--- src/hdl/lsxu_pkg.sv ---
// Shared types and constants for the LEGv8-subset execute unit.
// Used by every module under hdl/; depends on nothing else.
package lsxu_pkg;

  localparam int REG_COUNT_DEF = 32;
  localparam int MEM_WORDS_DEF = 4096;

  localparam logic [15:0] START_PC_RESET = 16'd200;

  // Depths of the instruction queue and the result queue (powers of two).
  localparam int FQ_DEPTH = 4;
  localparam int OQ_DEPTH = 8;
  localparam int OQ_CW    = $clog2(OQ_DEPTH) + 1;

  // Configuration register indexes (address bit 2 of the APB port).
  localparam logic REG_START_PC = 1'b0;

  typedef enum logic [2:0] {
    OP_ADD  = 3'd0,
    OP_ADDI = 3'd1,
    OP_LDUR = 3'd2,
    OP_STUR = 3'd3,
    OP_B    = 3'd4,
    OP_AND  = 3'd5,
    OP_BEQ  = 3'd6,
    OP_NOP  = 3'd7
  } op_t;

  // Decoded instruction as it travels from the front end to the back end.
  typedef struct packed {
    logic        use_imm;
    logic        is_and;
    logic        is_load;
    logic        is_store;
    logic        is_branch;
    logic        is_beq;
    logic        writes_reg;
    logic [4:0]  src0;
    logic [4:0]  src1;
    logic [4:0]  dest;
    logic [31:0] imm;
    logic [15:0] target;
  } uop_t;

  typedef struct packed {
    logic [15:0] pc_value;
    logic        reg_written;
    logic [4:0]  written_reg_index;
    logic [31:0] written_value;
    logic        mem_written;
    logic [11:0] mem_index;
    logic [31:0] store_value;
    logic        address_fault;
  } result_t;

endpackage

--- src/hdl/lsxu_front.sv ---
// Front end: decodes incoming instructions into operand selects and flags
// and holds them in a small queue for the back end. Depends on lsxu_pkg.
module lsxu_front (
  input  logic               clk,
  input  logic               rst_n,
  input  logic               push,
  input  logic               hold,
  output logic               full,
  input  logic [2:0]         operation,
  input  logic [4:0]         first_reg,
  input  logic [4:0]         second_reg,
  input  logic [4:0]         third_reg,
  input  logic [31:0]        immediate,
  input  logic [15:0]        instr_address,
  output logic               q_valid,
  output lsxu_pkg::uop_t     q_uop,
  input  logic               deq
);
  import lsxu_pkg::*;

  localparam int FQ_AW = $clog2(FQ_DEPTH);
  localparam logic [FQ_AW:0] FQ_CNT_FULL = FQ_DEPTH[FQ_AW:0];

  uop_t             dec;
  uop_t             fq_r [FQ_DEPTH];
  logic [FQ_AW-1:0] wr_ptr_r, wr_ptr_nxt;
  logic [FQ_AW-1:0] rd_ptr_r, rd_ptr_nxt;
  logic [FQ_AW:0]   cnt_r, cnt_nxt;
  logic             do_push, do_pop;

  always_comb begin
    dec            = '0;
    dec.imm        = immediate;
    dec.target     = instr_address;
    dec.dest       = first_reg;
    dec.src0       = second_reg;
    dec.src1       = third_reg;
    case (operation)
      OP_ADD: begin
        dec.writes_reg = 1'b1;
      end
      OP_ADDI: begin
        dec.writes_reg = 1'b1;
        dec.use_imm    = 1'b1;
      end
      OP_AND: begin
        dec.writes_reg = 1'b1;
        dec.is_and     = 1'b1;
      end
      OP_LDUR: begin
        dec.writes_reg = 1'b1;
        dec.use_imm    = 1'b1;
        dec.is_load    = 1'b1;
      end
      OP_STUR: begin
        dec.use_imm  = 1'b1;
        dec.is_store = 1'b1;
        dec.src1     = first_reg;
      end
      OP_B: begin
        dec.is_branch = 1'b1;
      end
      OP_BEQ: begin
        dec.is_beq = 1'b1;
        dec.src0   = first_reg;
        dec.src1   = second_reg;
      end
      default: begin
      end
    endcase
  end

  assign full    = (cnt_r == FQ_CNT_FULL) | hold;
  assign do_push = push & ~full;
  assign q_valid = (cnt_r != '0);
  assign do_pop  = deq & q_valid;
  assign q_uop   = fq_r[rd_ptr_r];

  always_comb begin
    wr_ptr_nxt = do_push ? wr_ptr_r + 1'b1 : wr_ptr_r;
    rd_ptr_nxt = do_pop ? rd_ptr_r + 1'b1 : rd_ptr_r;
    cnt_nxt    = cnt_r;
    if (do_push && !do_pop) begin
      cnt_nxt = cnt_r + 1'b1;
    end else if (do_pop && !do_push) begin
      cnt_nxt = cnt_r - 1'b1;
    end
  end

  always_ff @(posedge clk) begin
    if (!rst_n) begin
      wr_ptr_r <= '0;
      rd_ptr_r <= '0;
      cnt_r    <= '0;
    end else begin
      wr_ptr_r <= wr_ptr_nxt;
      rd_ptr_r <= rd_ptr_nxt;
      cnt_r    <= cnt_nxt;
    end
  end

  always_ff @(posedge clk) begin
    if (do_push) begin
      fq_r[wr_ptr_r] <= dec;
    end
  end

endmodule

--- config.mk ---
export PLATFORM = sky130hd
export DESIGN_NAME = lsxu_front
export DESIGN_NICKNAME = d
export VERILOG_FILES = /design/src/hdl/lsxu_pkg.sv /design/src/hdl/lsxu_front.sv
export SDC_FILE = /design/constraint.sdc
export NUM_CORES = 1
export LEC_CHECK = 0
export BUFFER_PORTS_ARGS = -buffer_cell sky130_fd_sc_hd__buf_2
export CAP_MARGIN = 5
export CORE_MARGIN = 8
export CORE_UTILIZATION = 45
export CTS_BUF_LIST = sky130_fd_sc_hd__clkbuf_8
export CTS_CLUSTER_SIZE = 24
export DETAILED_ROUTE_END_ITERATION = 16
export PLACE_DENSITY_LB_ADDON = 0.1
export SYNTH_ARGS = -nofsm -noshare
export SYNTH_HDL_FRONTEND = slang
export SYNTH_SLANG_ARGS = --single-unit
export TNS_END_PERCENT = 10
--- constraint.sdc ---
create_clock -name clk -period 9 [get_ports clk]
set_input_delay 1.8 -clock clk [delete_from_list [all_inputs] [get_ports clk]]
set_output_delay 1.8 -clock clk [all_outputs]
set_load 0.03 [all_outputs]
# After elaboration in Yosys (flattened, before gate mapping)
# Memory sizes are Yosys's and may differ from the RTL's. A register that Yosys moved wholly into a read port is not among the register bits.
# Index checks and enable logic that the tools add are counted.
# totals
regBits	7
ram_bits	280
input_bits	71
word_cells	43
mem_count	1
# op_classes
n_addsub	4
eq_ne	7
mux	15
bitwise	4
n_reduce_logical	9
# memory_table
name	depth	word_bits	read_ports	rd_ports_with_merged_regs	write_ports	line	source
fq_r	4	70	1	1	1	lsxu_front.sv:25	uop_t fq_r [FQ_DEPTH];
# op_table
operator	n
3-bit equality test, second input constant	4
5-bit case mux with 2 select lines	1
1-bit 2-to-1 mux	9
3-bit by 2-bit equality test with 1-bit output, second input constant	2
3-bit 2-to-1 mux	2
5-bit 2-to-1 mux	1
2-bit by 1-bit adder with 2-bit output, second input constant	2
2-bit 2-to-1 mux	2
4-bit OR reduction	1
3-bit by 1-bit adder with 3-bit output, second input constant	1
3-bit by 1-bit equality test with 1-bit output, second input constant	1
3-bit zero test	1
3-bit nonzero test	1
3-bit OR reduction	1
3-bit by 1-bit subtractor with 3-bit output, second input constant	1
1-bit bitwise AND	2
1-bit logical AND	2
1-bit zero test	2
2-bit nonzero test	1
1-bit inverter	1
1-bit OR	1

# Longest topological paths before layout
# Gate-level depths: netlist of run 1.
# logic_depth
depth_word	8
ltp_mapped	8
depth_no_buf	8

# Worst setup path after synthesis of run 1
# OpenSTA, ideal clock, no wires.
# synth_timing
kind	input port to flip-flop
start	input port hold
end	memory fq_r[0][0] in the netlist's numbering, enable pin
arrival_ns	3.865
path_slack_ns	4.700
stages	3
path_buffers	0
cell_sequence	nand2b_1 > a21oi_2 > and2_1
# synth_via
elab_chain_cells	5
# synth_lines
item	line	source
start, declared	lsxu_front.sv:7	input logic hold,
1-bit OR	lsxu_front.sv:73	assign full = (cnt_r == FQ_CNT_FULL) | hold;
1-bit inverter	lsxu_front.sv:74	assign do_push = push & ~full;
1-bit bitwise AND	lsxu_front.sv:74	
via do_push	lsxu_front.sv:29	logic do_push, do_pop;
1-bit 2-to-1 mux	lsxu_front.sv:103	if (do_push) begin
1-bit 2-to-1 mux (implied by the code)	lsxu_front.sv:104	fq_r[wr_ptr_r] <= dec;
end, declared	lsxu_front.sv:25	
# The timed path passes the listed nets, and every way through them passes these cells.

==> flow_summary.ini, run 1 <==
[worst_setup_path]
start_kind = flop
cp.arrival_ps = 2920
r2r-end = fq_r[1][57]
path_cells = buf_4, mux4_2, buf_2
reg2reg_depth = 4
timing.rr.start = cnt_r[0]
crit_type = flop to primary output
cp_slowest_stage_delay_ps = 780
slowest_stage = dfxtp_4
critical_path_peak_fanout = 39
crit_path_end_kind = primary output
path_buf_inv = 2
ff2ff_setup_slack_ps = 6450
critical_path.top_delay_family = buffers and inverters
worst-endpoint-required_ps = 7200

[min_path]
hp-class = flop to flop
min_path_cells = 2
hold_end = wr_ptr_r[0]
min_from = wr_ptr_r[0]

[sta]
fmax_mhz = 212
finalWorstSetupSlack_ps = 4280
fin_crit_sh = 0.525
skew_ps = 13.4
setup-tns-final_ps = 0
hold_viol_final = 0
setup_violations = 0
rsz0062_at_grt = no
slew_viol_final = 0
period_needed_ps = 4720
worst_slew_pin_slew_ps = 1080
relSlewSlack = 0.278

[route]
remaining_drc_errors = 0
first_iter_violations = 242
num_vias = 5042
routed_via_density = 5.20
avgRoutedWirePerCell_um = 21.4
postRouteAntennaNets = 0
wirelength_um = 20800
drt_first_pass_iters = 4

[pwr]
power_density_nw_per_um2 = 277
p_leak_nw = 4.31
peakVddDrop_mv = 0.178

[final_layout]
n_fill_cell = 1838
drive_above_1_share = 0.432
antenna_cells = 0
final_common_cell = edfxtp_1
num-nets-final = 696
instances_no_fill = 970
area_delta_synth_final_pct = 17.7
final_util = 0.540
final_cell_mix = 280 x edfxtp_1, 142 x buf_2, 70 x mux4_2, 54 x clkbuf_8, 18 x inv_1
stdcell_area_um2 = 12700

[synthesis]
yosys_warnings = 0
netlist_instances = 442
synth-seq-cells = 289
synth_nets = 519
netlist_area_um2 = 10800
ys_seq_area_frac = 0.797
yosysUniqueCellTypes = 30
syn_avg_cell_area_um2 = 24.4

[cts]
cts_max_level = 2
ctsRootBufferMaster = clkbuf_8
cts_buffer_depth = 3
post_cts_resized = 0
cts_setup_buffers = 0
numCtsBuffers = 47
cts_tree = built
postCtsHoldBufs = 0
cts.clk_slew.worst_paths_ps = 60
cts.sinks = 289
clk_latency_ps = 540

[flow_run]
maxCapViolCount = 0

[global_route]
grt_start_max_net_pins = 71
grt_pass1_vias = 5860
antenna_found_initial = 0
grt_pass1_wl_um = 32200
overflow = 0
grtUsageTotal = 0.146

[placement]
gp_congestion = 0.707
hpwl_um = 12100
pre_cts_ws_ps = 4670
io_buffers = 142
placed_cells = 889
placed_cell_area_um2 = 11800

[floorplanning]
coreArea_um2 = 23500
die_y_um = 171
fp.dieArea_um2 = 29200
num_rows = 56
ios = 143
die_w_um = 171
start_util = 0.459

[status]
status = completed
Yosys cell counts:
library cell / count / area (um^2)
ha_1: 5 / 62.6
fa_1: 1 / 20.0
a21boi_0: 1 / 7.51
edfxtp_1: 280 / 8410
o311ai_1: 1 / 8.76
xor2_1: 1 / 8.76
buf_6: 1 / 11.3
mux4_2: 70 / 1580
and2_1: 8 / 50.1
nor2b_1: 1 / 6.26
nor2_2: 1 / 6.26
a21oi_2: 1 / 8.76
buf_2: 2 / 10.0
o31ai_2: 1 / 12.5
o21ai_0: 1 / 5.00
and3b_1: 2 / 17.5
or3_1: 2 / 12.5
a21o_1: 6 / 45.0
clkbuf_1: 9 / 33.8
mux2i_1: 4 / 40.0
inv_1: 3 / 11.3
dfxtp_1: 9 / 180
buf_4: 7 / 52.6
nor3b_1: 2 / 15.0
a22o_1: 5 / 43.8
nand2b_1: 1 / 6.26
xnor2_1: 3 / 26.3
nor2_1: 4 / 15.0
nand2_1: 5 / 18.8
mux2_1: 5 / 56.3
flip-flops by register name (all words and copies together), names as in the netlist, named ones only:
register,count
rd_ptr_r,2
cnt_r,3
wr_ptr_r,2
fq_r,280
worst max path at each step:
stage               from         end  slack (ps)  cells after the start
floorplan           hold  fq_r[0][0]        4700                      3
global route        flop   q_uop[32]        4000                      3
global placement    flop   q_uop[33]        4670                      3
CTS                 flop   q_uop[32]        4080                      3
finish              flop   q_uop[33]        4280                      3
detailed placement  flop   q_uop[32]        4670                      3
worst min-delay path: cells and delay by family, from the launching register on:
family | cells | cell delay [ps]
multiplexers | 1 | 50
flip-flops | 1 | 340
AND/OR/NAND/NOR | 1 | 70
report_power, final:
part / internal (mW) / switching [mW]
Combinational: 0.354 / 0.514
Sequential: 1.55 / 0.0862
Clock: 0.540 / 0.468
Total: 2.45 / 1.07
logic make-up after synthesis:
| logic type | Yosys count | synth area share |
|---|---|---|
| AOI/OAI and AO/OA | 16 | 0.0122 |
| xor gates and xnor gates | 4 | 0.00325 |
| adders and majority gates | 6 | 0.00766 |
| buffers and inverters | 22 | 0.0110 |
| DFF | 289 | 0.797 |
| muxes | 79 | 0.155 |
| and+or+nand+nor | 26 | 0.0137 |
per-layer routing:
metal / up-vias / global-route usage / wire length (um)
met2: 143 / 0.247 / 10500
met3: 41 / 0.0424 / 1420
li1: 2232 / - / -
met5: - / 0 / 0
met1: 2626 / 0.175 / 8490
met4: 0 / 0.0515 / 426
layout make-up:
class,count,area [um^2],area share
flip-flops and latches,289,8600,0.678
inverters,3,11.3,0.000888
repair buffers,147,748,0.0590
multi-input cells,131,2080,0.164
well taps,319,399,0.0315
clock inverters,27,103,0.00809
clock buffers,54,743,0.0586
stage by stage:
| stage | total power [mW] | hold WS [ps] |
|---|---|---|
| floorplan | 2.31 | 468 |
| global placement | 2.55 | 475 |
| detailed placement | 2.56 | 502 |
| CTS | 3.58 | 509 |
| global route | 3.68 | 553 |
| finish | 3.51 | 508 |
Power figures use the tool's default switching activity.
==> inputs of run 2 (changes only) <==
--- a/config.mk
+++ b/config.mk
@@ -5,6 +5,7 @@
 export SDC_FILE = /design/constraint.sdc
 export NUM_CORES = 1
 export LEC_CHECK = 0
+export ABC_AREA = 1
 export BUFFER_PORTS_ARGS = -buffer_cell sky130_fd_sc_hd__buf_2
 export CAP_MARGIN = 5
 export CORE_MARGIN = 8
==> constraint.sdc (replaced) <==
create_clock -name clk -period 4.7 [get_ports clk]
set_input_delay 0.94 -clock clk [delete_from_list [all_inputs] [get_ports clk]]
set_output_delay 0.94 -clock clk [all_outputs]
set_load 0.03 [all_outputs]
==> run 2 against run 1 <==
Clock skew rose by 3.4 ps. Die area increased by 7.4%. Critical path type unchanged. Global-route usage is 1.1 points higher. Combinational power rose to 2.5 times the previous value. Critical endpoint is now q_uop[61]. Largest power group unchanged. Area after synthesis is 8.2% higher.
==> flow_summary.ini, run 2 <==
[synthesis]
synth_edf_count = 280
yosys_warnings = 0
synth_top_area_frac = 0.721
netlist_area_um2 = 11700
yosysUniqueCellTypes = 24
synth_nets = 877
syn_avg_cell_area_um2 = 14.6
post-synth-top-count-cell = edfxtp_1
async_reset_ff_frac = 0
synth_ff_type = edfxtp_1
ys_seq_area_frac = 0.737
synthTopCellsByArea = edfxtp_1 72%, o21ai_0 4.8%, o22ai_2 4.3%
post-synth-top-area-cell = edfxtp_1
netlist_instances = 800
synth-seq-cells = 289
synth_common_cells = 280 x edfxtp_1, 115 x nor2_1, 112 x o21ai_0

[floorplanning]
num_rows = 59
fp.dieArea_um2 = 31300
die_y_um = 177
ios = 143
die_w_um = 177
start_util = 0.452
coreArea_um2 = 25800

[global_route]
antenna_found_initial = 0
grtUsageTotal = 0.157
grt_start_max_net_pins = 141
grt_pass1_vias = 6999
grt_pass1_wl_um = 38700
overflow = 0

[placement]
hpwl_um = 14000
io_buffers = 142
gp_congestion = 0.716

[worst_setup_path]
reg2reg_depth = 5
cp.arrival_ps = 2500
critical_path_peak_fanout = 47
worst-endpoint-required_ps = 3760
start_kind = flop
crit_type = flop to primary output
crit_path_end_kind = primary output

[route]
first_iter_violations = 439
drt_first_pass_iters = 5
postRouteAntennaNets = 0
routed_via_density = 5.11
remaining_drc_errors = 0
num_vias = 6784
avgRoutedWirePerCell_um = 18.5
wirelength_um = 24600

[cts]
numCtsBuffers = 47
cts_buffer_depth = 3
clk_latency_ps = 540
ctsRootBufferMaster = clkbuf_8
post_cts_resized = 0
cts_setup_buffers = 0
cts_tree = built
postCtsHoldBufs = 0
cts.sinks = 289
cts_max_level = 2
cts.clk_slew.worst_paths_ps = 60

[sta]
rsz0062_at_grt = no
hold_viol_final = 0
fmax_mhz = 291
period_needed_ps = 3440
slew_viol_final = 0
fin_crit_sh = 0.731
relSlewSlack = 0.518
skew_ps = 16.8
setup-tns-final_ps = 0
worst_slew_pin_slew_ps = 723
setup_violations = 0

[final_layout]
antenna_cells = 0
area_delta_synth_final_pct = 15.3
largest_register_ffs = 280
final_common_cell = edfxtp_1
drive_above_1_share = 0.299
reg_top3 = fq_r (280), cnt_r (3)
largest_register = fq_r
final_cell_mix = 280 x edfxtp_1, 142 x buf_2, 112 x o21ai_0, 111 x nor2_1, 50 x nand2_1
num-nets-final = 1036
n_fill_cell = 2226

[pwr]
power_density_nw_per_um2 = 527
peakVddDrop_mv = 0.535
total_power_mw = 7.08
p_leak_nw = 4.71

[min_path]
min_path_cells = 2
hp-class = flop to flop

[status]
status = completed

[flow_run]
maxCapViolCount = 0
## run 2: worst paths after layout
kind	start	end	slack, ps
worst max register to register	cnt_r[0]	fq_r[2][38]	2320
worst min register to register	rd_ptr_r[0]	flop	500
worst min-delay path	rd_ptr_r[0]	flop	500
worst max-delay path	flop	q_uop[61]	1260
## run 2: layer usage
layer,vias to the layer above,track usage,share of wire
li1,3283,-,-
met1,3295,0.203,0.44
met2,173,0.260,0.49
met3,33,0.0350,0.056
met4,0,0.0462,0.018
met5,-,0,0
## run 2: layout make-up
type / instances / area, um^2 / share of cell area
inverter: 24 / 95.1 / 0.00708
timing repair buffer: 155 / 846 / 0.0629
clock buffer: 48 / 661 / 0.0492
clock inverter: 35 / 140 / 0.0104
tap: 335 / 419 / 0.0312
sequential: 289 / 8590 / 0.639
multi-input combinational: 442 / 2690 / 0.200
## run 2: cells by family (layout without fill, tap and decap cells)
| family | count (synthesis) | after routing | synth area share |
|---|---|---|---|
| DFF | 289 | 289 | 0.737 |
| and+or+nand+nor | 219 | 219 | 0.0982 |
| AOI/OAI and AO/OA | 216 | 216 | 0.122 |
| buffers and inverters | 69 | 262 | 0.0354 |
| adders and majority gates | 6 | 6 | 0.00708 |
| xor gates and xnor gates | 1 | 1 | 0.000752 |
## run 2: per-stage QoR
stage                      util  cells  instance area (um^2)  setup slack (ps)  hold slack [ps]
final                     0.522   1328                 13400              1260              499
after detailed placement  0.491   1245                 12600              1710              493
after floorplan               -    800                 11700              29.3              465
after CTS                 0.522   1328                 13400              1200              504
after global placement    0.491   1245                 12600              1730              487
after global routing      0.522   1328                 13400              1030              549
## run 2: worst max-delay path, cell delays in order, from the launching register on
cell     delay [ps]
dfxtp_2         640
buf_4           560
o21ai_0         170
o22ai_1         300
buf_2           260
## run 2: power breakdown
part	switching [mW]	internal, mW	total (mW)
Clock	0.920	0.942	1.86
Combinational	1.58	0.591	2.18
Sequential	0.0543	2.99	3.04
